### config.mk
export PLATFORM = sky130hd
export DESIGN_NAME = hts_fifo
export DESIGN_NICKNAME = d
export VERILOG_FILES = /design/src/hts_pkg.sv /design/src/hts_fifo.sv
export SDC_FILE = /design/constraint.sdc
export NUM_CORES = 1
export LEC_CHECK = 0
export ABC_CLOCK_PERIOD_IN_PS = 2900
export BUFFER_PORTS_ARGS = -buffer_cell sky130_fd_sc_hd__buf_4
export CORE_AREA = 2 2 122 153
export CTS_CLUSTER_SIZE = 24
export DETAILED_ROUTE_END_ITERATION = 8
export DIE_AREA = 0 0 124 155
export HOLD_SLACK_MARGIN = 0.08
export MAX_ROUTING_LAYER = met4
export PLACE_DENSITY = 0.64
export RECOVER_POWER = 25
export SLEW_MARGIN = 5
export SYNTH_ARGS = -nofsm -noshare
export SYNTH_HDL_FRONTEND = slang
export SYNTH_SLANG_ARGS = --single-unit
### constraint.sdc
create_clock -name clk_i -period 2.9 [get_ports clk_i]
set_input_delay 0.725 -clock clk_i [delete_from_list [all_inputs] [get_ports clk_i]]
set_output_delay 0.725 -clock clk_i [all_outputs]
set_load 0.02 [all_outputs]
### src/hts_pkg.sv
`default_nettype none
package hts_pkg;

  localparam int QDepthDef = 4;

  localparam logic [20:0] SylBase   = 21'h0AC00;
  localparam logic [20:0] SylLast   = 21'h0D7A3;
  localparam logic [20:0] LeadBase  = 21'h01100;
  localparam logic [20:0] LeadLast  = 21'h01112;
  localparam logic [20:0] VowelBase = 21'h01161;
  localparam logic [20:0] VowelLast = 21'h01175;
  localparam logic [20:0] TrailBase = 21'h011A8;
  localparam logic [20:0] TrailLast = 21'h011C2;
  localparam logic [4:0]  SilentInit = 5'd11;
  localparam logic [15:0] SpaceCh   = 16'h0020;
  localparam int          RowLen    = 588;
  localparam int          ColLen    = 28;

  typedef struct packed {
    logic [20:0] codepoint;
    logic        end_of_text;
  } in_item_t;

  typedef struct packed {
    logic [15:0] phoneme;
    logic        end_marker;
  } out_item_t;

  typedef enum logic [2:0] {
    CL_WS, CL_PUNCT, CL_SYL, CL_LETTER, CL_LEAD, CL_VOWEL, CL_TRAIL, CL_OTHER
  } cls_e;

  typedef enum logic [1:0] {
    PH_IDLE, PH_LEAD, PH_VOWEL
  } phase_e;

  typedef enum logic [3:0] {
    B_S1_INI, B_S1_MED0, B_S1_MED1, B_S1_FIN, B_SPACE, B_CHAR,
    B_S2_INI, B_S2_MED0, B_S2_MED1, B_S2_FIN, B_END
  } beat_e;

  localparam int NumBeats = 11;

  typedef struct packed {
    cls_e        cls;
    logic [4:0]  idx;
    logic [9:0]  rem;
    logic [15:0] ch;
    logic        eot;
  } cls_item_t;

  typedef struct packed {
    logic       v;
    logic [4:0] ini;
    logic [4:0] med;
    logic [4:0] fin;
  } syl_t;

  typedef struct packed {
    syl_t        s1;
    logic        sp;
    logic        cv;
    logic [15:0] ch;
    syl_t        s2;
    logic        endm;
  } rec_t;

  typedef struct packed {
    phase_e     phase;
    logic [4:0] pl;
    logic [4:0] pv;
    logic       hv;
    logic [4:0] hi;
    logic [4:0] hm;
    logic [4:0] hf;
    logic       sw;
    logic       tn;
  } st_t;

  typedef struct packed {
    st_t  st;
    rec_t rec;
  } work_t;

  typedef struct packed {
    logic full;
    logic empty;
  } q_stat_t;

  function automatic logic [15:0] initial_ph(input logic [4:0] i);
    logic [15:0] r;
    case (i)
      5'd0:  r = 16'h006B;
      5'd1:  r = 16'hE04D;
      5'd2:  r = 16'h006E;
      5'd3:  r = 16'h0074;
      5'd4:  r = 16'hE04C;
      5'd5:  r = 16'h027E;
      5'd6:  r = 16'h006D;
      5'd7:  r = 16'h0070;
      5'd8:  r = 16'hE04B;
      5'd9:  r = 16'h0073;
      5'd10: r = 16'hE04E;
      5'd12: r = 16'hE023;
      5'd13: r = 16'hE04F;
      5'd14: r = 16'hE024;
      5'd15: r = 16'hE022;
      5'd16: r = 16'hE021;
      5'd17: r = 16'hE020;
      5'd18: r = 16'h0068;
      default: r = 16'h0000;
    endcase
    return r;
  endfunction

  function automatic logic [15:0] medial_ph0(input logic [4:0] m);
    logic [15:0] r;
    case (m)
      5'd0, 5'd2, 5'd3, 5'd6, 5'd7, 5'd12, 5'd17: r = (m == 5'd0) ? 16'h0061 : 16'h006A;
      5'd1:  r = 16'h025B;
      5'd4:  r = 16'h028C;
      5'd5:  r = 16'h0065;
      5'd8:  r = 16'h006F;
      5'd9, 5'd10, 5'd11, 5'd14, 5'd15, 5'd16: r = 16'h0077;
      5'd13: r = 16'h0075;
      5'd18: r = 16'h026F;
      5'd19: r = 16'h0270;
      5'd20: r = 16'h0069;
      default: r = 16'h0000;
    endcase
    return r;
  endfunction

  function automatic logic [15:0] medial_ph1(input logic [4:0] m);
    logic [15:0] r;
    case (m)
      5'd2, 5'd9:   r = 16'h0061;
      5'd3, 5'd10:  r = 16'h025B;
      5'd6, 5'd14:  r = 16'h028C;
      5'd7, 5'd11, 5'd15: r = 16'h0065;
      5'd12: r = 16'h006F;
      5'd16, 5'd19: r = 16'h0069;
      5'd17: r = 16'h0075;
      default: r = 16'h0000;
    endcase
    return r;
  endfunction

  function automatic logic [15:0] final_ph(input logic [4:0] f);
    logic [15:0] r;
    case (f)
      5'd1, 5'd2, 5'd3, 5'd9, 5'd24: r = 16'hE050;
      5'd4, 5'd5, 5'd6:              r = 16'h006E;
      5'd7, 5'd19, 5'd20, 5'd22, 5'd23, 5'd25, 5'd27: r = 16'hE051;
      5'd8, 5'd11, 5'd12, 5'd13, 5'd14, 5'd15: r = 16'h006C;
      5'd10, 5'd16:                  r = 16'h006D;
      5'd17, 5'd18, 5'd26:           r = 16'hE052;
      5'd21:                         r = 16'h014B;
      default:                       r = 16'h0000;
    endcase
    return r;
  endfunction

  // {moves, to_initial, residual}
  function automatic logic [10:0] final_lia(input logic [4:0] f);
    logic [10:0] r;
    case (f)
      5'd1:  r = {1'b1, 5'd0,  5'd0};
      5'd2:  r = {1'b1, 5'd1,  5'd0};
      5'd3:  r = {1'b1, 5'd9,  5'd1};
      5'd5:  r = {1'b1, 5'd12, 5'd4};
      5'd7:  r = {1'b1, 5'd3,  5'd0};
      5'd8:  r = {1'b1, 5'd5,  5'd0};
      5'd9:  r = {1'b1, 5'd0,  5'd8};
      5'd10: r = {1'b1, 5'd6,  5'd8};
      5'd11: r = {1'b1, 5'd7,  5'd8};
      5'd12: r = {1'b1, 5'd9,  5'd8};
      5'd13: r = {1'b1, 5'd16, 5'd8};
      5'd14: r = {1'b1, 5'd17, 5'd8};
      5'd17: r = {1'b1, 5'd7,  5'd0};
      5'd18: r = {1'b1, 5'd9,  5'd17};
      5'd19: r = {1'b1, 5'd9,  5'd0};
      5'd20: r = {1'b1, 5'd10, 5'd0};
      5'd22: r = {1'b1, 5'd12, 5'd0};
      5'd23: r = {1'b1, 5'd14, 5'd0};
      5'd24: r = {1'b1, 5'd15, 5'd0};
      5'd25: r = {1'b1, 5'd16, 5'd0};
      5'd26: r = {1'b1, 5'd17, 5'd0};
      default: r = '0;
    endcase
    return r;
  endfunction

  function automatic logic is_punct(input logic [20:0] c);
    return c == 21'h2C || c == 21'h2E || c == 21'h3B || c == 21'h3A ||
           c == 21'h21 || c == 21'h3F || c == 21'h3002 || c == 21'hFF0C ||
           c == 21'hFF01 || c == 21'hFF1F || c == 21'h3001;
  endfunction

  function automatic work_t emit_syl(input work_t w);
    work_t r;
    syl_t  s;
    r = w;
    if (w.st.hv) begin
      s = '{v: 1'b1, ini: w.st.hi, med: w.st.hm, fin: w.st.hf};
      if (!r.rec.s1.v && !r.rec.sp && !r.rec.cv) r.rec.s1 = s;
      else r.rec.s2 = s;
      r.st.tn = 1'b1;
      r.st.hv = 1'b0;
    end
    return r;
  endfunction

  function automatic work_t end_run(input work_t w);
    work_t r;
    r = w;
    if (w.st.hv) begin
      r = emit_syl(r);
      r.st.sw = 1'b1;
    end
    return r;
  endfunction

  function automatic work_t pending_to_held(input work_t w);
    work_t r;
    r = w;
    r.st.hi = w.st.pl;
    r.st.hm = w.st.pv;
    r.st.hf = '0;
    r.st.hv = 1'b1;
    r.st.phase = PH_IDLE;
    return r;
  endfunction

  function automatic logic lia_hit(input st_t s, input logic [4:0] init);
    logic [10:0] e;
    e = final_lia(s.hf);
    return s.hv && s.hf != '0 && init == SilentInit && e[10];
  endfunction

  function automatic logic [4:0] join_init(input st_t s, input logic [4:0] init);
    logic [10:0] e;
    e = final_lia(s.hf);
    return lia_hit(s, init) ? e[9:5] : init;
  endfunction

  function automatic work_t join_run(input work_t w, input logic [4:0] init);
    work_t       r;
    logic [10:0] e;
    r = w;
    e = final_lia(w.st.hf);
    if (w.st.hv) begin
      if (lia_hit(w.st, init)) r.st.hf = e[4:0];
      r = emit_syl(r);
    end else if (w.st.sw && w.st.tn) begin
      r.rec.sp = 1'b1;
      r.st.tn = 1'b1;
    end
    return r;
  endfunction

endpackage
`default_nettype wire

### src/hts_fifo.sv
`default_nettype none
module hts_fifo #(
  parameter int Depth = hts_pkg::QDepthDef
) (
  input  wire logic             clk_i,
  input  wire logic             rst_ni,
  input  wire logic             push_i,
  input  wire hts_pkg::rec_t    wdata_i,
  input  wire logic             pop_i,
  output hts_pkg::rec_t         rdata_o,
  output hts_pkg::q_stat_t      stat_o
);
  import hts_pkg::*;

  localparam int AW = $clog2(Depth);
  localparam int CW = $clog2(Depth + 1);

  rec_t          mem_q [Depth];
  logic [AW-1:0] wp_q, wp_d, rp_q, rp_d;
  logic [CW-1:0] cnt_q, cnt_d;

  assign rdata_o      = mem_q[rp_q];
  assign stat_o.full  = cnt_q == CW'(Depth);
  assign stat_o.empty = cnt_q == '0;

  always_comb begin
    wp_d  = wp_q;
    rp_d  = rp_q;
    cnt_d = cnt_q;
    if (push_i) wp_d = (wp_q == AW'(Depth - 1)) ? '0 : wp_q + 1'b1;
    if (pop_i)  rp_d = (rp_q == AW'(Depth - 1)) ? '0 : rp_q + 1'b1;
    if (push_i && !pop_i) cnt_d = cnt_q + 1'b1;
    else if (pop_i && !push_i) cnt_d = cnt_q - 1'b1;
  end

  always_ff @(posedge clk_i or negedge rst_ni) begin
    if (!rst_ni) begin
      wp_q  <= '0;
      rp_q  <= '0;
      cnt_q <= '0;
    end else begin
      wp_q  <= wp_d;
      rp_q  <= rp_d;
      cnt_q <= cnt_d;
    end
  end

  always_ff @(posedge clk_i) begin
    if (push_i) begin
      mem_q[wp_q] <= wdata_i;
    end
  end

endmodule
`default_nettype wire

## Word-level counts from Yosys, hierarchy flattened

Memories as Yosys holds them, arrays and structs flattened.
Cells that the tools add are included.

| word-level totals | value |
|---|---|
| register bits | 7 |
| bits in latches | 0 |
| RAM bits | 204 |
| memory bits (read-only) | 0 |
| input bits | 55 |
| output and inout bits | 53 |
| logic and storage cells | 23 |
| memories kept | 1 |

Memories:

| name | depth | bits a word | rd ports | clocked after Yosys merged registers in | wr ports | RTL line | text |
|---|---|---|---|---|---|---|---|
| mem_q | 4 | 51 | 1 | 0 | 1 | hts_fifo.sv:18 | `rec_t mem_q [Depth];` |

| operators by class | value |
|---|---|
| add/subtract/negate cells | 4 |
| multipliers | 0 |
| div/mod/pow operators | 0 |
| order comparisons | 0 |
| equal/unequal tests | 3 |
| shift-type cells | 0 |
| multiplexer cells | 6 |
| bitwise gates (word level) | 0 |
| reductions and logical operators | 6 |

Operators by type and width:

| kind | count |
|---|---|
| 2-to-1 mux 3 bit | 2 |
| adder 2 x 1 -> 2 bit (second input constant) | 2 |
| == test 2 bit (second input constant) | 2 |
| 2-to-1 mux 2 bit | 2 |
| adder 3 x 1 -> 3 bit (second input constant) | 1 |
| == test 3 bit (second input constant) | 1 |
| logical NOT 3 bit | 1 |
| subtractor 3 x 1 -> 3 bit (second input constant) | 1 |
| logical AND 1 bit | 2 |
| logical NOT 1 bit | 2 |
| 2-to-1 mux 1 bit | 2 |
| nonzero test 2 bit | 1 |

## Longest topological paths before layout

| logic depth | value |
|---|---|
| depth in word-level cells | 4 |
| mapped depth | 7 |
| depth with buffers taken out | 7 |

## Worst setup path before layout

No wires, ideal clock.

| path | value |
|---|---|
| kind | input to register |
| start | in push_i |
| end | mem mem_q[0][0] (netlist name), enable pin |
| library setup time | 0.414 ns |
| arrival time | 1.942 ns |
| required time | 2.486 ns |
| slack | 0.544 ns |
| cell stages on the path | 1 |
| buffers on the path | 0 |
| cells stage by stage | and2_1 |

| on the way | value |
|---|---|
| longest elaborated chain between the ends | 2 |

Ends and longest elaborated chain:

| item | RTL line | text |
|---|---|---|
| start: declaration | hts_fifo.sv:7 | `input wire logic push_i,` |
| 2-to-1 mux 1 bit | hts_fifo.sv:49 | `if (push_i) begin` |
| 2-to-1 mux 1 bit (implied by the code) | hts_fifo.sv:50 | `mem_q[wp_q] <= wdata_i;` |
| end: declaration | hts_fifo.sv:18 |  |

No other way between the ends.

==> metrics.txt <==
layer with the highest usage met2; TritonCTS Buffers 21; Worst-Skew Late Latency 0.48 ns; Power Dens Cells 1040 nW/um2; outcome finished, final reports clean; Mapped Cells 304; total track usage 15.7%; slowest library cell on the worst path mux4_2; worst hold stages 1; most used cell, CP buf_12; cts repair resizes 0; Max-Cap Viols 0; Peak VDD IR 0.501 mV; Int Pwr 7.01 mW; CP Max Fanout 13; share of cells above drive strength 1 39.1%; setup_tns 0 ns; GRT met2 Usage 27.1%; largest net degree at the start of global routing 54; met1 Use GR 18.5%; DRC 0; register-to-register setup slack 1.28 ns; Starting Density 43.8%; Final ANT Viol Nets 0; vias 3,528; CP arrival 2.01 ns; Pre-antenna DRT Iters 6; Die ar. 19,200 um2; sw frac 29.5%; 1st-iter DRT viols 268; Final Max Slew Viols 0; Max-slew headroom 65.7%; max incr delay on CP 0.54 ns; ys flop type edfxtp_1; CTS tree done; FF-to-FF End mem_q[2][13]$_DFFE_PP_; endpoints failing hold 0; Post-synth EDFFs 204; Slew @ Worst Pin 0.514 ns; NetSw 2.94 mW; Hold WS 0.446 ns; RSZ-0062 raised after global routing false; clock share of power 25.5%; diode count 0; Worst Hold Class in2reg; grt met3 use 2.68%; asr flop ratio synth 3.32%; die width 124 um; hold endpoint mem_q[3][49]$_DFFE_PP_; GRT overflow 0; clk_skew 0.00637 ns; drt wl/cell 20.5 um; Reg2Reg Launch Point wp_q[0]$_DFFE_PN0P_; Cell variety after synth 20; CP cell instances buf_12 > buf_12 > mux4_2 > buf_4; Root Buffer clkbuf_16; Crit. End Element primary output; first-pass GRT wire length 21,700 um; Clock Pin Slew Worst Setup and Hold Paths 0.06 ns; fin nets 504; Post-Syn Area per Cell 25.8 um2; Setup CP Type reg2out; number of global-route vias before repair 3,883; Setup crit start kind flip-flop; vias per std cell 5.17; final wirelength 14,000 um; fmax 366 MHz; sequential share of the synthesized area 80.4%; fin crit period 2.73 ns; syn_nets 366; Worst EP required 2.17 ns; Non-Filler Instances 683; placed wire-length estimate 8580 um; post-synthesis cell area 7840 um2; synthesis-to-layout area growth 21.6%; Placeable Area 17,900 um2; Reg power frac 40.9%; fillers 1,418; Die Span Y 155 um; H-tree depth 1; power share of the combinational group 33.6%; Post-Place Cells 639; I/O pin count 108; Tcrit/Tclk final 94.2%; #FFs+latches synth 211; LEAKAGE 3.24 nW; num rows 55; final setup violation count 0; Clock Sinks 211; Hold Crit Start wdata_i[49]; FF-to-FF path depth 4; Clock Path Buffers 3; warnings from Yosys 0; GP Congestion 0.674; initial antenna violation count 0; Port-buffer cells 107
-- flip-flops by register name, indices dropped and copies added, names as in the netlist --
name	count
rp_q	2
wp_q	2
mem_q	204
cnt_q	3
-- kinds of logic (layout without fill, tap and decap cells) --
family / count (synthesis) / count (layout) / share of synthesized area, %
and+or+nand+nor: 11 / 11 / 0.718
DFF: 211 / 211 / 80.4
muxes: 54 / 54 / 15.2
xor gates and xnor gates: 3 / 3 / 0.335
AOI/OAI and AO/OA: 2 / 2 / 0.128
adders and majority gates: 7 / 7 / 1.21
buffers and inverters: 16 / 167 / 1.98
-- how the worst max path moves through the flow --
| stage | cells after the start | to | start | slack (ns) |
|---|---|---|---|---|
| after floorplan | 1 | mem_q[0][0]$_DFFE_PP_ | push_i | 0.54 |
| after global routing | 4 | rdata_o[41] | rp_q[0]$_DFFE_PN0P_ | 0.11 |
| final | 4 | rdata_o[19] | rp_q[0]$_DFFE_PN0P_ | 0.17 |
| after CTS | 3 | rdata_o[44] | rp_q[0]$_DFFE_PN0P_ | 0.01 |
| after global placement | 3 | rdata_o[44] | rp_q[0]$_DFFE_PN0P_ | 0.38 |
| after detailed placement | 3 | rdata_o[44] | rp_q[0]$_DFFE_PN0P_ | 0.39 |
-- final cells by class --
type | count | area [um2] | share of cell area [%]
Sequential cell | 211 | 6310 | 66.2
Multi-Input combinational cell | 77 | 1390 | 14.5
Timing Repair Buffer | 127 | 890 | 9.34
Clock buffer | 24 | 537 | 5.63
Tap cell | 228 | 285 | 2.99
Clock inverter | 12 | 110 | 1.16
Inverter | 4 | 15.0 | 0.158
-- metrics by stage --
stage	power [mW]	utilization (%)	worst slack, ns	instance area (um2)
final	9.94	53.3	0.168	9530
after global routing	10.4	53.3	0.105	9530
after CTS	10.1	53.6	0.0108	9600
after detailed placement	7.48	49.9	0.392	8920
after global placement	7.40	49.9	0.377	8920
after floorplan	6.29	-	0.544	7840
-- synth_stat cells, types with 2 or more instances --
library cell    n  area share (%)
buf_12          5             1.3
nand2_1         2           0.096
and2_1          4            0.32
mux2_2          3            0.43
xor2_1          2            0.22
edfxtp_1      204              78
inv_1           4            0.19
mux4_1          3             1.0
dfrtp_1         7             2.2
buf_2           5            0.32
o21ai_0         2            0.13
ha_1            6            0.96
mux4_2         48              14
nor2_1          3            0.14
-- cell usage in the layout (no fill, tap or decap), types with 3 or more instances in the layout --
| cell type | count |
|---|---|
| ha_1 | 6 |
| mux4_1 | 3 |
| inv_1 | 4 |
| mux4_2 | 48 |
| buf_4 | 88 |
| dfrtp_1 | 5 |
| and2_2 | 4 |
| clkbuf_16 | 21 |
| clkbuf_1 | 36 |
| clkinv_2 | 3 |
| nor2_1 | 3 |
| clkinv_1 | 5 |
| edfxtp_1 | 204 |
| mux2_2 | 3 |
| buf_12 | 4 |
-- metal layers --
metal / vias to the layer above / part of all wire [%]
li1: 1570 / -
met1: 1845 / 38
met2: 83 / 55
met3: 30 / 4.5
met4: 0 / 2.6
met5: - / 0
-- worst max-delay path, delay by kind of cell, from the launching register on --
kind	cells	cell delay, ns
flops	1	0.49
buf+inv	3	0.50
mux	1	0.54
-- power by group through the flow --
stage / sequential [mW] / combinational, mW / clock, mW
after floorplan: 4.09 / 2.20 / 0
after global placement: 4.18 / 3.22 / 0
after detailed placement: 4.22 / 3.26 / 0
after CTS: 4.12 / 3.34 / 2.61
after global routing: 4.12 / 3.60 / 2.72
final: 4.07 / 3.34 / 2.53
-- timing repair --
item                                    4_1_cts  5_1_grt
gates cloned                                  0        0
endpoints found under the setup margin       34        4
hold buffers                                  1        0
hold endpoints to repair                      7        0
buffers inserted                              1        6
(Power assumes the default switching activity.)
