<file path="src/hts_pkg.sv">
`default_nettype none
package hts_pkg;

  localparam int QDepthDef = 4;

  localparam logic [20:0] SylBase   = 21'h0AC00;
  localparam logic [20:0] SylLast   = 21'h0D7A3;
  localparam logic [20:0] LeadBase  = 21'h01100;
  localparam logic [20:0] LeadLast  = 21'h01112;
  localparam logic [20:0] VowelBase = 21'h01161;
  localparam logic [20:0] VowelLast = 21'h01175;
  localparam logic [20:0] TrailBase = 21'h011A8;
  localparam logic [20:0] TrailLast = 21'h011C2;
  localparam logic [4:0]  SilentInit = 5'd11;
  localparam logic [15:0] SpaceCh   = 16'h0020;
  localparam int          RowLen    = 588;
  localparam int          ColLen    = 28;

  typedef struct packed {
    logic [20:0] codepoint;
    logic        end_of_text;
  } in_item_t;

  typedef struct packed {
    logic [15:0] phoneme;
    logic        end_marker;
  } out_item_t;

  typedef enum logic [2:0] {
    CL_WS, CL_PUNCT, CL_SYL, CL_LETTER, CL_LEAD, CL_VOWEL, CL_TRAIL, CL_OTHER
  } cls_e;

  typedef enum logic [1:0] {
    PH_IDLE, PH_LEAD, PH_VOWEL
  } phase_e;

  typedef enum logic [3:0] {
    B_S1_INI, B_S1_MED0, B_S1_MED1, B_S1_FIN, B_SPACE, B_CHAR,
    B_S2_INI, B_S2_MED0, B_S2_MED1, B_S2_FIN, B_END
  } beat_e;

  localparam int NumBeats = 11;

  typedef struct packed {
    cls_e        cls;
    logic [4:0]  idx;
    logic [9:0]  rem;
    logic [15:0] ch;
    logic        eot;
  } cls_item_t;

  typedef struct packed {
    logic       v;
    logic [4:0] ini;
    logic [4:0] med;
    logic [4:0] fin;
  } syl_t;

  typedef struct packed {
    syl_t        s1;
    logic        sp;
    logic        cv;
    logic [15:0] ch;
    syl_t        s2;
    logic        endm;
  } rec_t;

  typedef struct packed {
    phase_e     phase;
    logic [4:0] pl;
    logic [4:0] pv;
    logic       hv;
    logic [4:0] hi;
    logic [4:0] hm;
    logic [4:0] hf;
    logic       sw;
    logic       tn;
  } st_t;

  typedef struct packed {
    st_t  st;
    rec_t rec;
  } work_t;

  typedef struct packed {
    logic full;
    logic empty;
  } q_stat_t;

  function automatic logic [15:0] initial_ph(input logic [4:0] i);
    logic [15:0] r;
    case (i)
      5'd0:  r = 16'h006B;
      5'd1:  r = 16'hE04D;
      5'd2:  r = 16'h006E;
      5'd3:  r = 16'h0074;
      5'd4:  r = 16'hE04C;
      5'd5:  r = 16'h027E;
      5'd6:  r = 16'h006D;
      5'd7:  r = 16'h0070;
      5'd8:  r = 16'hE04B;
      5'd9:  r = 16'h0073;
      5'd10: r = 16'hE04E;
      5'd12: r = 16'hE023;
      5'd13: r = 16'hE04F;
      5'd14: r = 16'hE024;
      5'd15: r = 16'hE022;
      5'd16: r = 16'hE021;
      5'd17: r = 16'hE020;
      5'd18: r = 16'h0068;
      default: r = 16'h0000;
    endcase
    return r;
  endfunction

  function automatic logic [15:0] medial_ph0(input logic [4:0] m);
    logic [15:0] r;
    case (m)
      5'd0, 5'd2, 5'd3, 5'd6, 5'd7, 5'd12, 5'd17: r = (m == 5'd0) ? 16'h0061 : 16'h006A;
      5'd1:  r = 16'h025B;
      5'd4:  r = 16'h028C;
      5'd5:  r = 16'h0065;
      5'd8:  r = 16'h006F;
      5'd9, 5'd10, 5'd11, 5'd14, 5'd15, 5'd16: r = 16'h0077;
      5'd13: r = 16'h0075;
      5'd18: r = 16'h026F;
      5'd19: r = 16'h0270;
      5'd20: r = 16'h0069;
      default: r = 16'h0000;
    endcase
    return r;
  endfunction

  function automatic logic [15:0] medial_ph1(input logic [4:0] m);
    logic [15:0] r;
    case (m)
      5'd2, 5'd9:   r = 16'h0061;
      5'd3, 5'd10:  r = 16'h025B;
      5'd6, 5'd14:  r = 16'h028C;
      5'd7, 5'd11, 5'd15: r = 16'h0065;
      5'd12: r = 16'h006F;
      5'd16, 5'd19: r = 16'h0069;
      5'd17: r = 16'h0075;
      default: r = 16'h0000;
    endcase
    return r;
  endfunction

  function automatic logic [15:0] final_ph(input logic [4:0] f);
    logic [15:0] r;
    case (f)
      5'd1, 5'd2, 5'd3, 5'd9, 5'd24: r = 16'hE050;
      5'd4, 5'd5, 5'd6:              r = 16'h006E;
      5'd7, 5'd19, 5'd20, 5'd22, 5'd23, 5'd25, 5'd27: r = 16'hE051;
      5'd8, 5'd11, 5'd12, 5'd13, 5'd14, 5'd15: r = 16'h006C;
      5'd10, 5'd16:                  r = 16'h006D;
      5'd17, 5'd18, 5'd26:           r = 16'hE052;
      5'd21:                         r = 16'h014B;
      default:                       r = 16'h0000;
    endcase
    return r;
  endfunction

  // {moves, to_initial, residual}
  function automatic logic [10:0] final_lia(input logic [4:0] f);
    logic [10:0] r;
    case (f)
      5'd1:  r = {1'b1, 5'd0,  5'd0};
      5'd2:  r = {1'b1, 5'd1,  5'd0};
      5'd3:  r = {1'b1, 5'd9,  5'd1};
      5'd5:  r = {1'b1, 5'd12, 5'd4};
      5'd7:  r = {1'b1, 5'd3,  5'd0};
      5'd8:  r = {1'b1, 5'd5,  5'd0};
      5'd9:  r = {1'b1, 5'd0,  5'd8};
      5'd10: r = {1'b1, 5'd6,  5'd8};
      5'd11: r = {1'b1, 5'd7,  5'd8};
      5'd12: r = {1'b1, 5'd9,  5'd8};
      5'd13: r = {1'b1, 5'd16, 5'd8};
      5'd14: r = {1'b1, 5'd17, 5'd8};
      5'd17: r = {1'b1, 5'd7,  5'd0};
      5'd18: r = {1'b1, 5'd9,  5'd17};
      5'd19: r = {1'b1, 5'd9,  5'd0};
      5'd20: r = {1'b1, 5'd10, 5'd0};
      5'd22: r = {1'b1, 5'd12, 5'd0};
      5'd23: r = {1'b1, 5'd14, 5'd0};
      5'd24: r = {1'b1, 5'd15, 5'd0};
      5'd25: r = {1'b1, 5'd16, 5'd0};
      5'd26: r = {1'b1, 5'd17, 5'd0};
      default: r = '0;
    endcase
    return r;
  endfunction

  function automatic logic is_punct(input logic [20:0] c);
    return c == 21'h2C || c == 21'h2E || c == 21'h3B || c == 21'h3A ||
           c == 21'h21 || c == 21'h3F || c == 21'h3002 || c == 21'hFF0C ||
           c == 21'hFF01 || c == 21'hFF1F || c == 21'h3001;
  endfunction

  function automatic work_t emit_syl(input work_t w);
    work_t r;
    syl_t  s;
    r = w;
    if (w.st.hv) begin
      s = '{v: 1'b1, ini: w.st.hi, med: w.st.hm, fin: w.st.hf};
      if (!r.rec.s1.v && !r.rec.sp && !r.rec.cv) r.rec.s1 = s;
      else r.rec.s2 = s;
      r.st.tn = 1'b1;
      r.st.hv = 1'b0;
    end
    return r;
  endfunction

  function automatic work_t end_run(input work_t w);
    work_t r;
    r = w;
    if (w.st.hv) begin
      r = emit_syl(r);
      r.st.sw = 1'b1;
    end
    return r;
  endfunction

  function automatic work_t pending_to_held(input work_t w);
    work_t r;
    r = w;
    r.st.hi = w.st.pl;
    r.st.hm = w.st.pv;
    r.st.hf = '0;
    r.st.hv = 1'b1;
    r.st.phase = PH_IDLE;
    return r;
  endfunction

  function automatic logic lia_hit(input st_t s, input logic [4:0] init);
    logic [10:0] e;
    e = final_lia(s.hf);
    return s.hv && s.hf != '0 && init == SilentInit && e[10];
  endfunction

  function automatic logic [4:0] join_init(input st_t s, input logic [4:0] init);
    logic [10:0] e;
    e = final_lia(s.hf);
    return lia_hit(s, init) ? e[9:5] : init;
  endfunction

  function automatic work_t join_run(input work_t w, input logic [4:0] init);
    work_t       r;
    logic [10:0] e;
    r = w;
    e = final_lia(w.st.hf);
    if (w.st.hv) begin
      if (lia_hit(w.st, init)) r.st.hf = e[4:0];
      r = emit_syl(r);
    end else if (w.st.sw && w.st.tn) begin
      r.rec.sp = 1'b1;
      r.st.tn = 1'b1;
    end
    return r;
  endfunction

endpackage
`default_nettype wire

</file>
<file path="src/hts_front.sv">
`default_nettype none
module hts_front (
  input  wire logic              clk_i,
  input  wire logic              rst_ni,
  input  wire logic              push,
  output logic                   full,
  input  wire hts_pkg::in_item_t in_i,
  input  wire hts_pkg::q_stat_t  q_stat_i,
  output logic                   q_push_o,
  output hts_pkg::rec_t          q_data_o
);
  import hts_pkg::*;

  logic      s1_v_q, s1_v_d;
  cls_item_t s1_q, s1_d;
  st_t       st_q, st_d;
  logic      take, adv;

  logic [20:0] c;
  logic [13:0] code;
  logic [4:0]  ini;

  assign full = s1_v_q && q_stat_i.full;
  assign take = push && !full;
  assign adv  = s1_v_q && !q_stat_i.full;

  // Classify and split the syllable row.
  always_comb begin
    c    = in_i.codepoint;
    code = 14'(c - SylBase);
    ini  = '0;
    for (int k = 1; k < 19; k++) begin
      if (code >= 14'(k * RowLen)) ini = 5'(k);
    end
    s1_d     = '0;
    s1_d.eot = in_i.end_of_text;
    s1_d.cls = CL_OTHER;
    if (c == 21'h20 || c == 21'h09 || c == 21'h0A || c == 21'h0D) begin
      s1_d.cls = CL_WS;
    end else if (is_punct(c)) begin
      s1_d.cls = CL_PUNCT;
      s1_d.ch  = c[15:0];
    end else if (c >= SylBase && c <= SylLast) begin
      s1_d.cls = CL_SYL;
      s1_d.idx = ini;
      s1_d.rem = 10'(code - 14'(ini) * 14'(RowLen));
    end else if ((c >= 21'h41 && c <= 21'h5A) || (c >= 21'h61 && c <= 21'h7A)) begin
      s1_d.cls = CL_LETTER;
      s1_d.ch  = c[15:0] | 16'h0020;
    end else if (c >= LeadBase && c <= LeadLast) begin
      s1_d.cls = CL_LEAD;
      s1_d.idx = 5'(c - LeadBase);
    end else if (c >= VowelBase && c <= VowelLast) begin
      s1_d.cls = CL_VOWEL;
      s1_d.idx = 5'(c - VowelBase);
    end else if (c >= TrailBase && c <= TrailLast) begin
      s1_d.cls = CL_TRAIL;
      s1_d.idx = 5'(c - TrailBase + 21'd1);
    end
  end

  always_comb begin
    s1_v_d = s1_v_q;
    if (take) s1_v_d = 1'b1;
    else if (adv) s1_v_d = 1'b0;
  end

  always_ff @(posedge clk_i or negedge rst_ni) begin
    if (!rst_ni) begin
      s1_v_q <= 1'b0;
    end else begin
      s1_v_q <= s1_v_d;
    end
  end

  always_ff @(posedge clk_i) begin
    if (take) begin
      s1_q <= s1_d;
    end
  end

  // Sequence one item against the compose and hold state.
  work_t      w;
  logic [4:0] med, fin, adj, join_in;
  logic       do_plain, join_req, vowel_path;

  always_comb begin
    med = '0;
    for (int k = 1; k < 21; k++) begin
      if (s1_q.rem >= 10'(k * ColLen)) med = 5'(k);
    end
    fin        = 5'(s1_q.rem - 10'(med * 10'(ColLen)));
    w.st       = st_q;
    w.rec      = '0;
    do_plain   = 1'b0;
    join_req   = 1'b0;
    vowel_path = 1'b0;
    join_in    = '0;
    adj        = '0;
    unique case (st_q.phase)
      PH_LEAD: begin
        if (s1_q.cls == CL_VOWEL) begin
          join_req   = 1'b1;
          vowel_path = 1'b1;
          join_in    = st_q.pl;
        end else begin
          w.st.phase = PH_IDLE;
          w          = end_run(w);
          do_plain   = 1'b1;
        end
      end
      PH_VOWEL: begin
        w = pending_to_held(w);
        if (s1_q.cls == CL_TRAIL) w.st.hf = s1_q.idx;
        else do_plain = 1'b1;
      end
      default: begin
        w.st.phase = PH_IDLE;
        do_plain   = 1'b1;
      end
    endcase
    if (do_plain) begin
      unique case (s1_q.cls)
        CL_WS: begin
          w       = end_run(w);
          w.st.sw = 1'b1;
        end
        CL_PUNCT: begin
          w        = end_run(w);
          w.rec.cv = 1'b1;
          w.rec.ch = s1_q.ch;
          w.st.tn  = 1'b1;
          w.st.sw  = 1'b0;
        end
        CL_SYL: begin
          join_req = 1'b1;
          join_in  = s1_q.idx;
        end
        CL_LETTER: begin
          w = end_run(w);
          if (w.st.sw && w.st.tn) w.rec.sp = 1'b1;
          w.rec.cv = 1'b1;
          w.rec.ch = s1_q.ch;
          w.st.tn  = 1'b1;
          w.st.sw  = 1'b1;
        end
        CL_LEAD: begin
          w.st.phase = PH_LEAD;
          w.st.pl    = s1_q.idx;
        end
        default: begin
          w = end_run(w);
        end
      endcase
    end
    if (join_req) begin
      adj = join_init(w.st, join_in);
      w   = join_run(w, join_in);
      if (vowel_path) begin
        w.st.pl    = adj;
        w.st.pv    = s1_q.idx;
        w.st.phase = PH_VOWEL;
      end else begin
        w.st.hi = adj;
        w.st.hm = med;
        w.st.hf = fin;
        w.st.hv = 1'b1;
      end
    end
    if (s1_q.eot) begin
      if (w.st.phase == PH_VOWEL) w = pending_to_held(w);
      w.st.phase = PH_IDLE;
      w          = end_run(w);
      w.rec.endm = 1'b1;
      w.st       = '0;
    end
    st_d     = adv ? w.st : st_q;
    q_data_o = w.rec;
    q_push_o = adv && (w.rec.s1.v || w.rec.sp || w.rec.cv || w.rec.s2.v || w.rec.endm);
  end

  always_ff @(posedge clk_i or negedge rst_ni) begin
    if (!rst_ni) begin
      st_q <= '0;
    end else begin
      st_q <= st_d;
    end
  end

endmodule
`default_nettype wire

</file>
<file path="config.mk">
export PLATFORM = sky130hd
export DESIGN_NAME = hts_front
export DESIGN_NICKNAME = d
export VERILOG_FILES = /design/src/hts_pkg.sv /design/src/hts_front.sv
export SDC_FILE = /design/constraint.sdc
export NUM_CORES = 1
export LEC_CHECK = 0
export BUFFER_PORTS_ARGS = -buffer_cell sky130_fd_sc_hd__buf_2
export CORE_ASPECT_RATIO = 1.75
export CORE_MARGIN = 4
export CORE_UTILIZATION = 50
export DETAILED_ROUTE_END_ITERATION = 7
export GPL_ROUTABILITY_DRIVEN = 0
export PLACE_DENSITY = 0.69
export SKIP_CTS_REPAIR_TIMING = 1
export SLEW_MARGIN = 10
export SYNTH_ARGS = -nofsm -noshare
export SYNTH_HDL_FRONTEND = slang
export SYNTH_SLANG_ARGS = --single-unit
</file>
<file path="constraint.sdc">
create_clock -name clk_i -period 12.9 [get_ports clk_i]
set_clock_uncertainty 0.2 [all_clocks]
set_input_delay 2.58 -clock clk_i [delete_from_list [all_inputs] [get_ports clk_i]]
set_output_delay 2.58 -clock clk_i [all_outputs]
set_load 0.05 [all_outputs]
</file>
# Word-level counts from Yosys, hierarchy flattened
# Memory sizes are Yosys's and may differ from the RTL's.
# Cells that the tools add are included.
[word_totals]
mem_bits_rw = 0
latchBits = 0
ff_bits = 66
input_bits = 27
wordCells = 262
mem_count = 4
romBits = 1280
[memory_table]
columns = ["memory", "depth", "width", "read_ports", "rd_ports_with_merged_regs", "wr", "line_no", "source"]
rows = [
  ["(name not given)", 32, 10, 1, 0, 0, "hts_pkg.sv:167", "case (f)"],
  ["(name not given)", 32, 10, 1, 0, 0, "hts_pkg.sv:167", ""],
  ["(name not given)", 32, 10, 1, 0, 0, "hts_pkg.sv:167", ""],
  ["(name not given)", 32, 10, 1, 0, 0, "hts_pkg.sv:167", ""],
]
[classes]
n_div = 0
add_sub_neg = 7
n_eq_ne = 25
n_bitwise = 1
reduce_logical = 58
n_lt_le_gt_ge = 50
n_mux = 98
shift = 0
n_mul = 2
[op_table]
columns = ["op", "n"]
rows = [
  ["81-bit two-way mux", 6],
  ["74-bit one-hot mux with 4 select lines", 1],
  ["5-bit two-way mux", 41],
  ["16-bit two-way mux", 11],
  ["79-bit one-hot mux with 2 select lines", 1],
  ["21-bit by 6-bit equality test with 1-bit output (second input constant)", 7],
  ["69-bit two-way mux", 2],
  ["53-bit two-way mux", 2],
  ["14-bit by 13-bit greater-or-equal comparator with 1-bit output (second input constant)", 7],
  ["10-bit by 9-bit greater-or-equal comparator with 1-bit output (second input constant)", 9],
  ["14-bit greater-or-equal comparator (second input constant)", 5],
  ["21-bit by 16-bit equality test with 1-bit output (second input constant)", 3],
  ["21-bit by 4-bit equality test with 1-bit output (second input constant)", 3],
  ["21-bit by 13-bit greater-or-equal comparator with 1-bit output (second input constant)", 3],
  ["21-bit by 13-bit <= comparator with 1-bit output (second input constant)", 3],
  ["51-bit two-way mux", 1],
  ["10-bit by 8-bit greater-or-equal comparator with 1-bit output (second input constant)", 5],
  ["21-bit by 14-bit equality test with 1-bit output (second input constant)", 2],
  ["14-bit by 12-bit greater-or-equal comparator with 1-bit output (second input constant)", 3],
  ["21-bit by 7-bit greater-or-equal comparator with 1-bit output (second input constant)", 2],
  ["21-bit by 7-bit <= comparator with 1-bit output (second input constant)", 2],
  ["11-bit two-way mux", 3],
  ["14-bit by 11-bit greater-or-equal comparator with 1-bit output (second input constant)", 2],
  ["1-bit logical AND", 22],
  ["40 further kinds", 95],
]

# Depth between registers and ports, before layout
# Gate-level depths: netlist (run 1).
[depth]
word_depth = 39
mapped_depth = 26
ltp_nobuf = 24

# Least setup slack after synthesis (run 1)
# Ideal clock, no wire load.
[synth_timing]
path_kind = "input to register"
start = "input port in_i[2] (netlist bit)"
end = "register s1_q[26] (netlist bit), data pin"
t_arrival_ns = 7.149
cell_stages = 21
path_slack_ns = 5.275
path_cell_list = "clkbuf_1 > inv_1 > ha_1 > nand4bb_1 > nor3_1 > a2111oi_0 > a31oi_1 > a31oi_2 > inv_1 > ha_1 > inv_1 > ha_1 > ha_1 > ha_1 > a31oi_1 > xnor2_1 > ha_1 > o41ai_1 > xnor3_1 > xnor2_1 > nor2_1"
[synth_via]
elab_chain_cells = 22
[synth_rtl]
columns = ["element", "line_no", "source"]
rows = [
  ["start: declaration", "hts_front.sv:7", "input wire hts_pkg::in_item_t in_i,"],
  ["14-bit subtractor", "hts_front.sv:30", "code = 14'(c - SylBase);"],
  ["14-bit by 10-bit greater-or-equal comparator with 1-bit output", "hts_front.sv:33", "if (code >= 14'(k * RowLen)) ini = 5'(k);"],
  ["1-bit two-way mux", "hts_front.sv:33", ""],
  ["2-bit two-way mux (2 in a row)", "hts_front.sv:33", ""],
  ["3-bit two-way mux", "hts_front.sv:33", ""],
  ["5-bit two-way mux (14 in a row)", "hts_front.sv:33", ""],
  ["5-bit by 8-bit multiplier with 8-bit output", "hts_front.sv:46", "s1_d.rem = 10'(code - 14'(ini) * 14'(RowLen));"],
  ["10-bit subtractor", "hts_front.sv:46", ""],
  ["end signal: assignment", "hts_front.sv:78", "s1_q <= s1_d;"],
  ["end: declaration", "hts_front.sv:15", "cls_item_t s1_q, s1_d;"],
]
# Several ways; a longest one is shown, not always the timed one.
# A chain may end at the register's enable or synchronous reset.

# Worst setup path in the final report (run 1)
[layout_timing]
start = "input port in_i[11] (netlist bit)"
end = "register s1_q[26] (netlist bit), data pin"
# The elaborated chain is that of the path after synthesis.

==> key figures, run 1 <==
Outcome
  • Status: completed

Worst setup path
  • Setup crit start kind: input port
  • R2r worst-path depth: 12
  • Element type at the critical path end: flop
  • Worst path required time: 12.75 ns
  • Reg2Reg Setup Slack: 8.53 ns
  • Crit Path Category: input port to flop
  • Crit-path max FO: 13
  • Worst EP arrival: 7.94 ns

Floorplanning
  • Initial Utilization: 51.3%
  • Die Ht: 175 µm
  • Die W: 103 µm
  • Die ar.: 18000 µm²
  • Core area: 15500 µm²
  • Num ports: 80
  • Rows: 60

Logic synthesis
  • Register bit count reported by yosys: 66
  • Post-Syn Instances: 1025
  • Mux contribution to synthesized area: 3.84%
  • Largest family of logic cells by synthesized area: compound AO/OA/AOI/OAI gates
  • Async SR Flop Fraction: 47.0%
  • Post-Syn Area: 7940 µm²
  • Unique cell type count in the Yosys netlist: 87
  • EDFF count, synth: 35
  • Syn Area/Cell: 7.75 µm²
  • Synth warn: 0
  • Post-Synth XOR/XNOR Area: 2.60%
  • Adder-cell area share of the yosys netlist: 6.97%
  • Top_reg_cell synth: edfxtp_1
  • Complex-gate fraction of the synthesized area: 28.6%
  • Mapped Nets: 1095
  • Register area share after synthesis: 23.0%
  • Simple-gate share of the synthesized area: 24.1%

STA
  • Slew margin rel.: 29.9%
  • Max Slew Vio Count: 0
  • Hold slack: 0.305 ns
  • Setup ws final: 4.82 ns
  • Endpoints failing setup: 0
  • Slew of the pin with the lowest slew margin: 1.05 ns
  • Fmax: 0.124 GHz
  • Hold Fails Final Rpt: 0
  • Setup_tns: 0 ns
  • RSZ-0062 raised after global routing: false
  • Fin crit share: 62.7%
  • Min Clock Period, post-route: 8.08 ns

Power
  • Leakage: 3.44 nW
  • PD cells: 88.7 nW/µm²
  • Maximum resistive drop on vdd: 0.0532 mV

Detailed routing
  • Post-Route M1 WL: 8570 µm
  • Initial DRC count: 691
  • Pre-antenna DRT Iters: 6
  • Highest metal used: met4
  • Vias/cell: 6.73
  • Vias: 7959
  • Routed wire length per instance: 20.6 µm
  • Post-route antenna net violation count: 0
  • Wire length on met2: 12600 µm
  • Met3 WL: 1560 µm
  • Post-route DRC: 0
  • Final wirelength: 24400 µm

Global routing
  • First-pass GRT wire length: 38600 µm
  • Total GRT Usage: 26.9%
  • Initial antenna violation count: 0
  • Congestion Overflow GR: 0
  • Largest net degree at the start of global routing: 36
  • Vias in the first global route: 7466

Worst hold path
  • Worst Hold Depth: 1
  • Worst hold path type: flop to flop

Clock network
  • Clk_lat worst skew: 0.34 ns
  • CTS tree: yes
  • H-tree levels: 3
  • CTS Sinks: 66
  • Num CTS Buffers: 9
  • Clock Tree Root: clkbuf_16
  • Clk pin slew, worst setup/hold paths: 0.06 ns
  • Max Root-Sink Buffers: 2

Cells and area
  • Commonest non-fill, non-tap cell in the layout: nand2_1
  • Final cell count without fillers: 1183
  • Multi-input gate area: 5260 µm²
  • FF+latch area: 1830 µm²
  • Share of cells above drive strength 1: 12.6%
  • Antenna diode count: 0
  • Filler instances: 1513
  • Commonest non-fill, non-tap cells in the layout: 108 x nand2_1, 78 x buf_2, 66 x o21ai_0
  • P&R area growth vs syn: 3.07%
  • Fin nets: 1062

Flow run
  • Max-cap violation count: 0

Placement
  • DP HPWL: 17900 µm
  • Pre-CTS setup slack: 4.53 ns
  • I/O Buffers: 78
  • Inst Count DP: 1167
==> metal layers <==
metal | up-vias | GRT usage [%]
met5 | - | 0
met4 | 0 | 16.9
met3 | 117 | 3.52
met2 | 416 | 47.5
met1 | 3695 | 29.3
li1 | 3731 | -
==> metrics by stage <==
step | instance area, µm² | power [mW] | utilization (%)
after detailed placement | 7900 | 0.497 | 51.1
after global routing | 8180 | 0.774 | 52.9
after CTS | 8180 | 0.731 | 52.9
final | 8180 | 0.726 | 52.9
after floorplan | 7940 | 0.446 | -
after global placement | 7900 | 0.493 | 51.1
==> power by group <==
part	total, mW	switching [mW]	internal (mW)
clock network	0.232	0.0997	0.133
registers	0.251	0.0154	0.236
logic	0.243	0.138	0.104
total	0.726	0.253	0.473
==> state kept, by name (all words and copies together) (netlist names) <==
signal / count
s1_v_q: 1
s1_q: 35
st_q: 30
==> worst paths after layout <==
check / startpoint / end
min in group asynchronous: rst_ni / st_q[4]
min reg2reg: st_q[0] / st_q[0]
min: st_q[0] / st_q[0]
max in group asynchronous: rst_ni / st_q[26]
max reg2reg: st_q[28] / st_q[2]
max: in_i[11] / s1_q[26]
==> synthesized netlist by cell type, drive strengths merged, types with 5 or more instances <==
cell type / number / area share (%)
a32o: 6 / 0.76
nor4: 9 / 0.71
nand3: 36 / 2.3
mux2i: 26 / 3.3
o22ai: 10 / 0.79
and3: 27 / 2.1
a32oi: 9 / 1.1
o221ai: 10 / 1.2
a21o: 11 / 1.0
a211oi: 12 / 1.1
nand2b: 11 / 0.87
o211ai: 10 / 0.95
o31ai: 14 / 1.5
a221o: 6 / 0.76
nand2: 108 / 5.1
o41ai: 5 / 0.65
clkbuf: 49 / 2.3
a22oi: 25 / 2.4
o21bai: 5 / 0.47
xnor2: 15 / 1.7
nor2: 62 / 2.9
nor2b: 14 / 1.1
inv: 39 / 1.8
nand3b: 10 / 0.95
o21ai: 69 / 4.3
nand4: 15 / 1.2
buf: 79 / 6.7
nand4b: 5 / 0.55
or2: 6 / 0.47
nor3: 31 / 2.0
a31oi: 14 / 1.2
dfrtp: 31 / 9.8
ha: 41 / 6.5
a22o: 18 / 2.0
xor2: 6 / 0.66
edfxtp: 35 / 13
and2: 14 / 1.1
a21oi: 61 / 3.9
o21a: 7 / 0.66
or3: 6 / 0.47
==> critical path, cell delays in order <==
cell	delay [ns]
buf_2	0.23
inv_1	0.14
ha_1	0.43
nand3b_1	0.18
nor3_1	0.07
a2111oi_0	0.55
a31oi_1	0.33
a31oi_2	0.38
inv_1	0.08
ha_1	0.29
inv_1	0.04
ha_1	0.28
ha_1	0.28
ha_1	0.34
a31oi_1	0.27
xnor2_1	0.10
ha_1	0.21
o41ai_1	0.53
xnor3_1	0.42
xnor2_1	0.14
nor2_1	0.05
==> area by class of cell <==
cell class	instances	share of cell area, %
multi-input combinational	792	64.3
clock inverter	7	0.719
tap	186	2.84
inverter	39	1.79
sequential	66	22.3
clock buffer	9	2.75
timing repair buffer	84	5.32
==> logic make-up (layout without fill, tap and decap cells) <==
family / after synthesis / after routing
flip-flops: 66 / 66
XOR/XNOR: 22 / 22
other: 1 / 1
multiplexers: 30 / 30
AO/OA/AOI/OAI: 325 / 325
AND/OR/NAND/NOR: 371 / 371
buffers and inverters: 167 / 139
adder cells (fa/ha/maj): 43 / 43
(Power assumes the default switching activity.)
==> run 2, diff against run 1 <==
==> constraint.sdc (replaced) <==
create_clock -name clk_i -period 8.4 [get_ports clk_i]
set_clock_uncertainty 0.2 [all_clocks]
set_input_delay 1.68 -clock clk_i [delete_from_list [all_inputs] [get_ports clk_i]]
set_output_delay 1.68 -clock clk_i [all_outputs]
set_load 0.05 [all_outputs]
==> key figures, run 2 (synthesis results as in run 1) <==
Outcome
  • Status: finished with violations
  • Failing checks: DRC

Floorplanning
  • Die W: 103 µm (unchanged)
  • Core area: 15500 µm² (unchanged)
  • Num ports: 80 (unchanged)
  • Die ar.: 18000 µm² (unchanged)
  • Die Ht: 175 µm (unchanged)
  • Initial Utilization: 51.3% (unchanged)
  • Rows: 60 (unchanged)

Worst setup path
  • Slowest CP cell: a2111oi_0
  • Worst Setup SP: in_i[11]
  • Crit Path Category: input port to flop
  • CP delay by family, top: compound AO/OA/AOI/OAI gates
  • CP Buf/Inv Count: 4 (unchanged)
  • Critical Path Most Common Cell: ha_1
  • Worst EP arrival: 7.00 ns (-0.94 ns)
  • Crit-path cells: buf_2 -> inv_1 -> ha_1 -> nand3b_1 -> nor3_1 -> a2111oi_0 -> a31oi_1 -> a31oi_2 -> inv_1 -> ha_1 -> inv_1 -> ha_1 -> ha_1 -> ha_1 -> a31oi_1 -> xnor2_1 -> ha_1 -> o41ai_1 -> xnor3_1 -> xnor2_1 -> nor2_1
  • Reg2Reg Launch Point: st_q[28]
  • Setup crit start kind: input port
  • Element type at the critical path end: flop
  • Reg2Reg Setup Slack: 4.03 ns (-4.50 ns)
  • Worst path required time: 8.26 ns (-4.49 ns)
  • Crit path largest cell delay: 0.55 ns (about the same)
  • Crit-path max FO: 13 (unchanged)

Power
  • Maximum resistive drop on vdd: 0.0838 mV (+57%)
  • Leakage: 3.45 nW (+0.39%)
  • Comb pwr share: 32.6% (-0.8 points)
  • Clk pwr share: 33.7% (+1.7 points)
  • Sequential power share: 33.6% (-1.0 points)
  • NetSw: 0.390 mW (+54%)
  • Sw Share: 34.1% (-0.85 points)
  • Internal power: 0.755 mW (+60%)
  • Tot Pwr: 1.14 mW (+58%)
  • PD cells: 140 nW/µm² (+57%)

Global routing
  • Vias in the first global route: 7478 (+0.16%)
  • Largest net degree at the start of global routing: 36 (unchanged)
  • Total GRT Usage: 26.8% (-0.11 points)
  • First-pass GRT wire length: 38400 µm (-0.68%)
  • Congestion Overflow GR: 0 (unchanged)
  • Initial antenna violation count: 0 (unchanged)

Flow run
  • Max-cap violation count: 0 (unchanged)

STA
  • Slew margin rel.: 26.7% (-3.2 points)
  • RSZ-0062 raised after global routing: false
  • Fmax: 0.140 GHz
  • Max Slew Vio Count: 0 (unchanged)
  • Endpoints failing setup: 0 (unchanged)
  • Fin crit share: 85.0%
  • Slew of the pin with the lowest slew margin: 1.10 ns (+0.0474 ns)
  • Hold slack: 0.305 ns (-0.000181 ns)
  • Min Clock Period, post-route: 7.14 ns
  • Hold Fails Final Rpt: 0 (unchanged)
  • Setup_tns: 0 ns (unchanged)
  • Setup ws final: 1.26 ns (-3.55 ns)

Worst hold path
  • Worst hold path type: flop to flop
  • Hold_sp: st_q[0]

Cells and area
  • P&R area growth vs syn: 3.31%
  • Antenna diode count: 0 (unchanged)
  • Share of cells above drive strength 1: 12.6% (unchanged)
  • Top flop regs: s1_q: 35 flops, st_q: 30 flops, s1_v_q: 1 flops
  • Commonest non-fill, non-tap cell in the layout: nand2_1
  • Fin nets: 1062 (unchanged)
  • Commonest non-fill, non-tap cells in the layout: 108 x nand2_1, 78 x buf_2, 66 x o21ai_0
  • Largest register FFs: 35 (unchanged)
  • Final core utilization: 53.0% (+0.12 points)
  • Top reg by flops: s1_q

Detailed routing
  • Post-route antenna net violation count: 0 (unchanged)
  • Post-route DRC: 4 (+4)
  • Vias/cell: 6.76 (+0.45%)
  • Vias: 7995 (+0.45%)
  • Final wirelength: 24300 µm (-0.15%)
  • Initial DRC count: 586 (-15%)
  • Routed wire length per instance: 20.6 µm (-0.15%)
  • Pre-antenna DRT Iters: 8 (+2)

Clock network
  • H-tree levels: 3 (unchanged)
  • Clock Tree Root: clkbuf_16
  • Clk_lat worst skew: 0.34 ns (about the same)
  • CTS Sinks: 66 (unchanged)
  • Max Root-Sink Buffers: 2 (unchanged)
  • CTS tree: yes
  • Clk pin slew, worst setup/hold paths: 0.06 ns (about the same)
  • Num CTS Buffers: 9 (unchanged)

Placement
  • Pre-CTS setup slack: 0.903 ns (-3.63 ns)
  • I/O Buffers: 78 (unchanged)
  • DP HPWL: 17900 µm (+0.14%)
-- run 2: worst reg2reg max path: stages (launching register included) --
cell	delay [ns]
dfrtp_1	0.35
inv_1	0.05
ha_1	0.45
or2_1	0.77
a22o_1	0.38
inv_1	0.17
ha_1	0.32
nand4_1	0.17
o31ai_4	0.12
nor4b_4	0.70
mux2i_1	0.31
a21oi_1	0.11
o21ai_0	0.18
-- run 2: layer usage --
layer	track usage (%)	wire [µm]
met5	0	0
met4	17.9	1640
met3	2.36	1630
met2	47.4	12500
met1	29.3	8560
-- run 2: power groups by stage --
stage               combinational (mW)  clock [mW]  sequential, mW
floorplan                        0.304           0           0.380
global placement                 0.367           0           0.390
detailed placement               0.372           0           0.390
CTS                              0.375       0.390           0.384
global route                     0.421       0.404           0.388
finish                           0.373       0.386           0.385
-- run 2: path summary, 6_finish.rpt --
kind                            end  depth (start not counted)
max                        s1_q[26]                         21
min                         st_q[0]                          1
max reg2reg                 st_q[2]                         12
min reg2reg                 st_q[0]                          1
max in group asynchronous    s1_v_q                          1
min in group asynchronous   st_q[1]                          1
-- run 2: cell type report --
cell class                      instances  area (µm²)
Tap cell                              186         233
Timing Repair Buffer                   84         435
Clock buffer                            9         225
Clock inverter                          7        77.6
Sequential cell                        66        1830
Fill cell                            1493        7260
Inverter                               39         146
Multi-Input combinational cell        792        5260
-- run 2: metrics by stage --
| stage | area, µm² | std cells |
|---|---|---|
| global placement | 7900 | 1167 |
| CTS | 8200 | 1183 |
| floorplan | 7940 | 1025 |
| finish | 8200 | 1183 |
| global route | 8200 | 1183 |
| detailed placement | 7900 | 1167 |
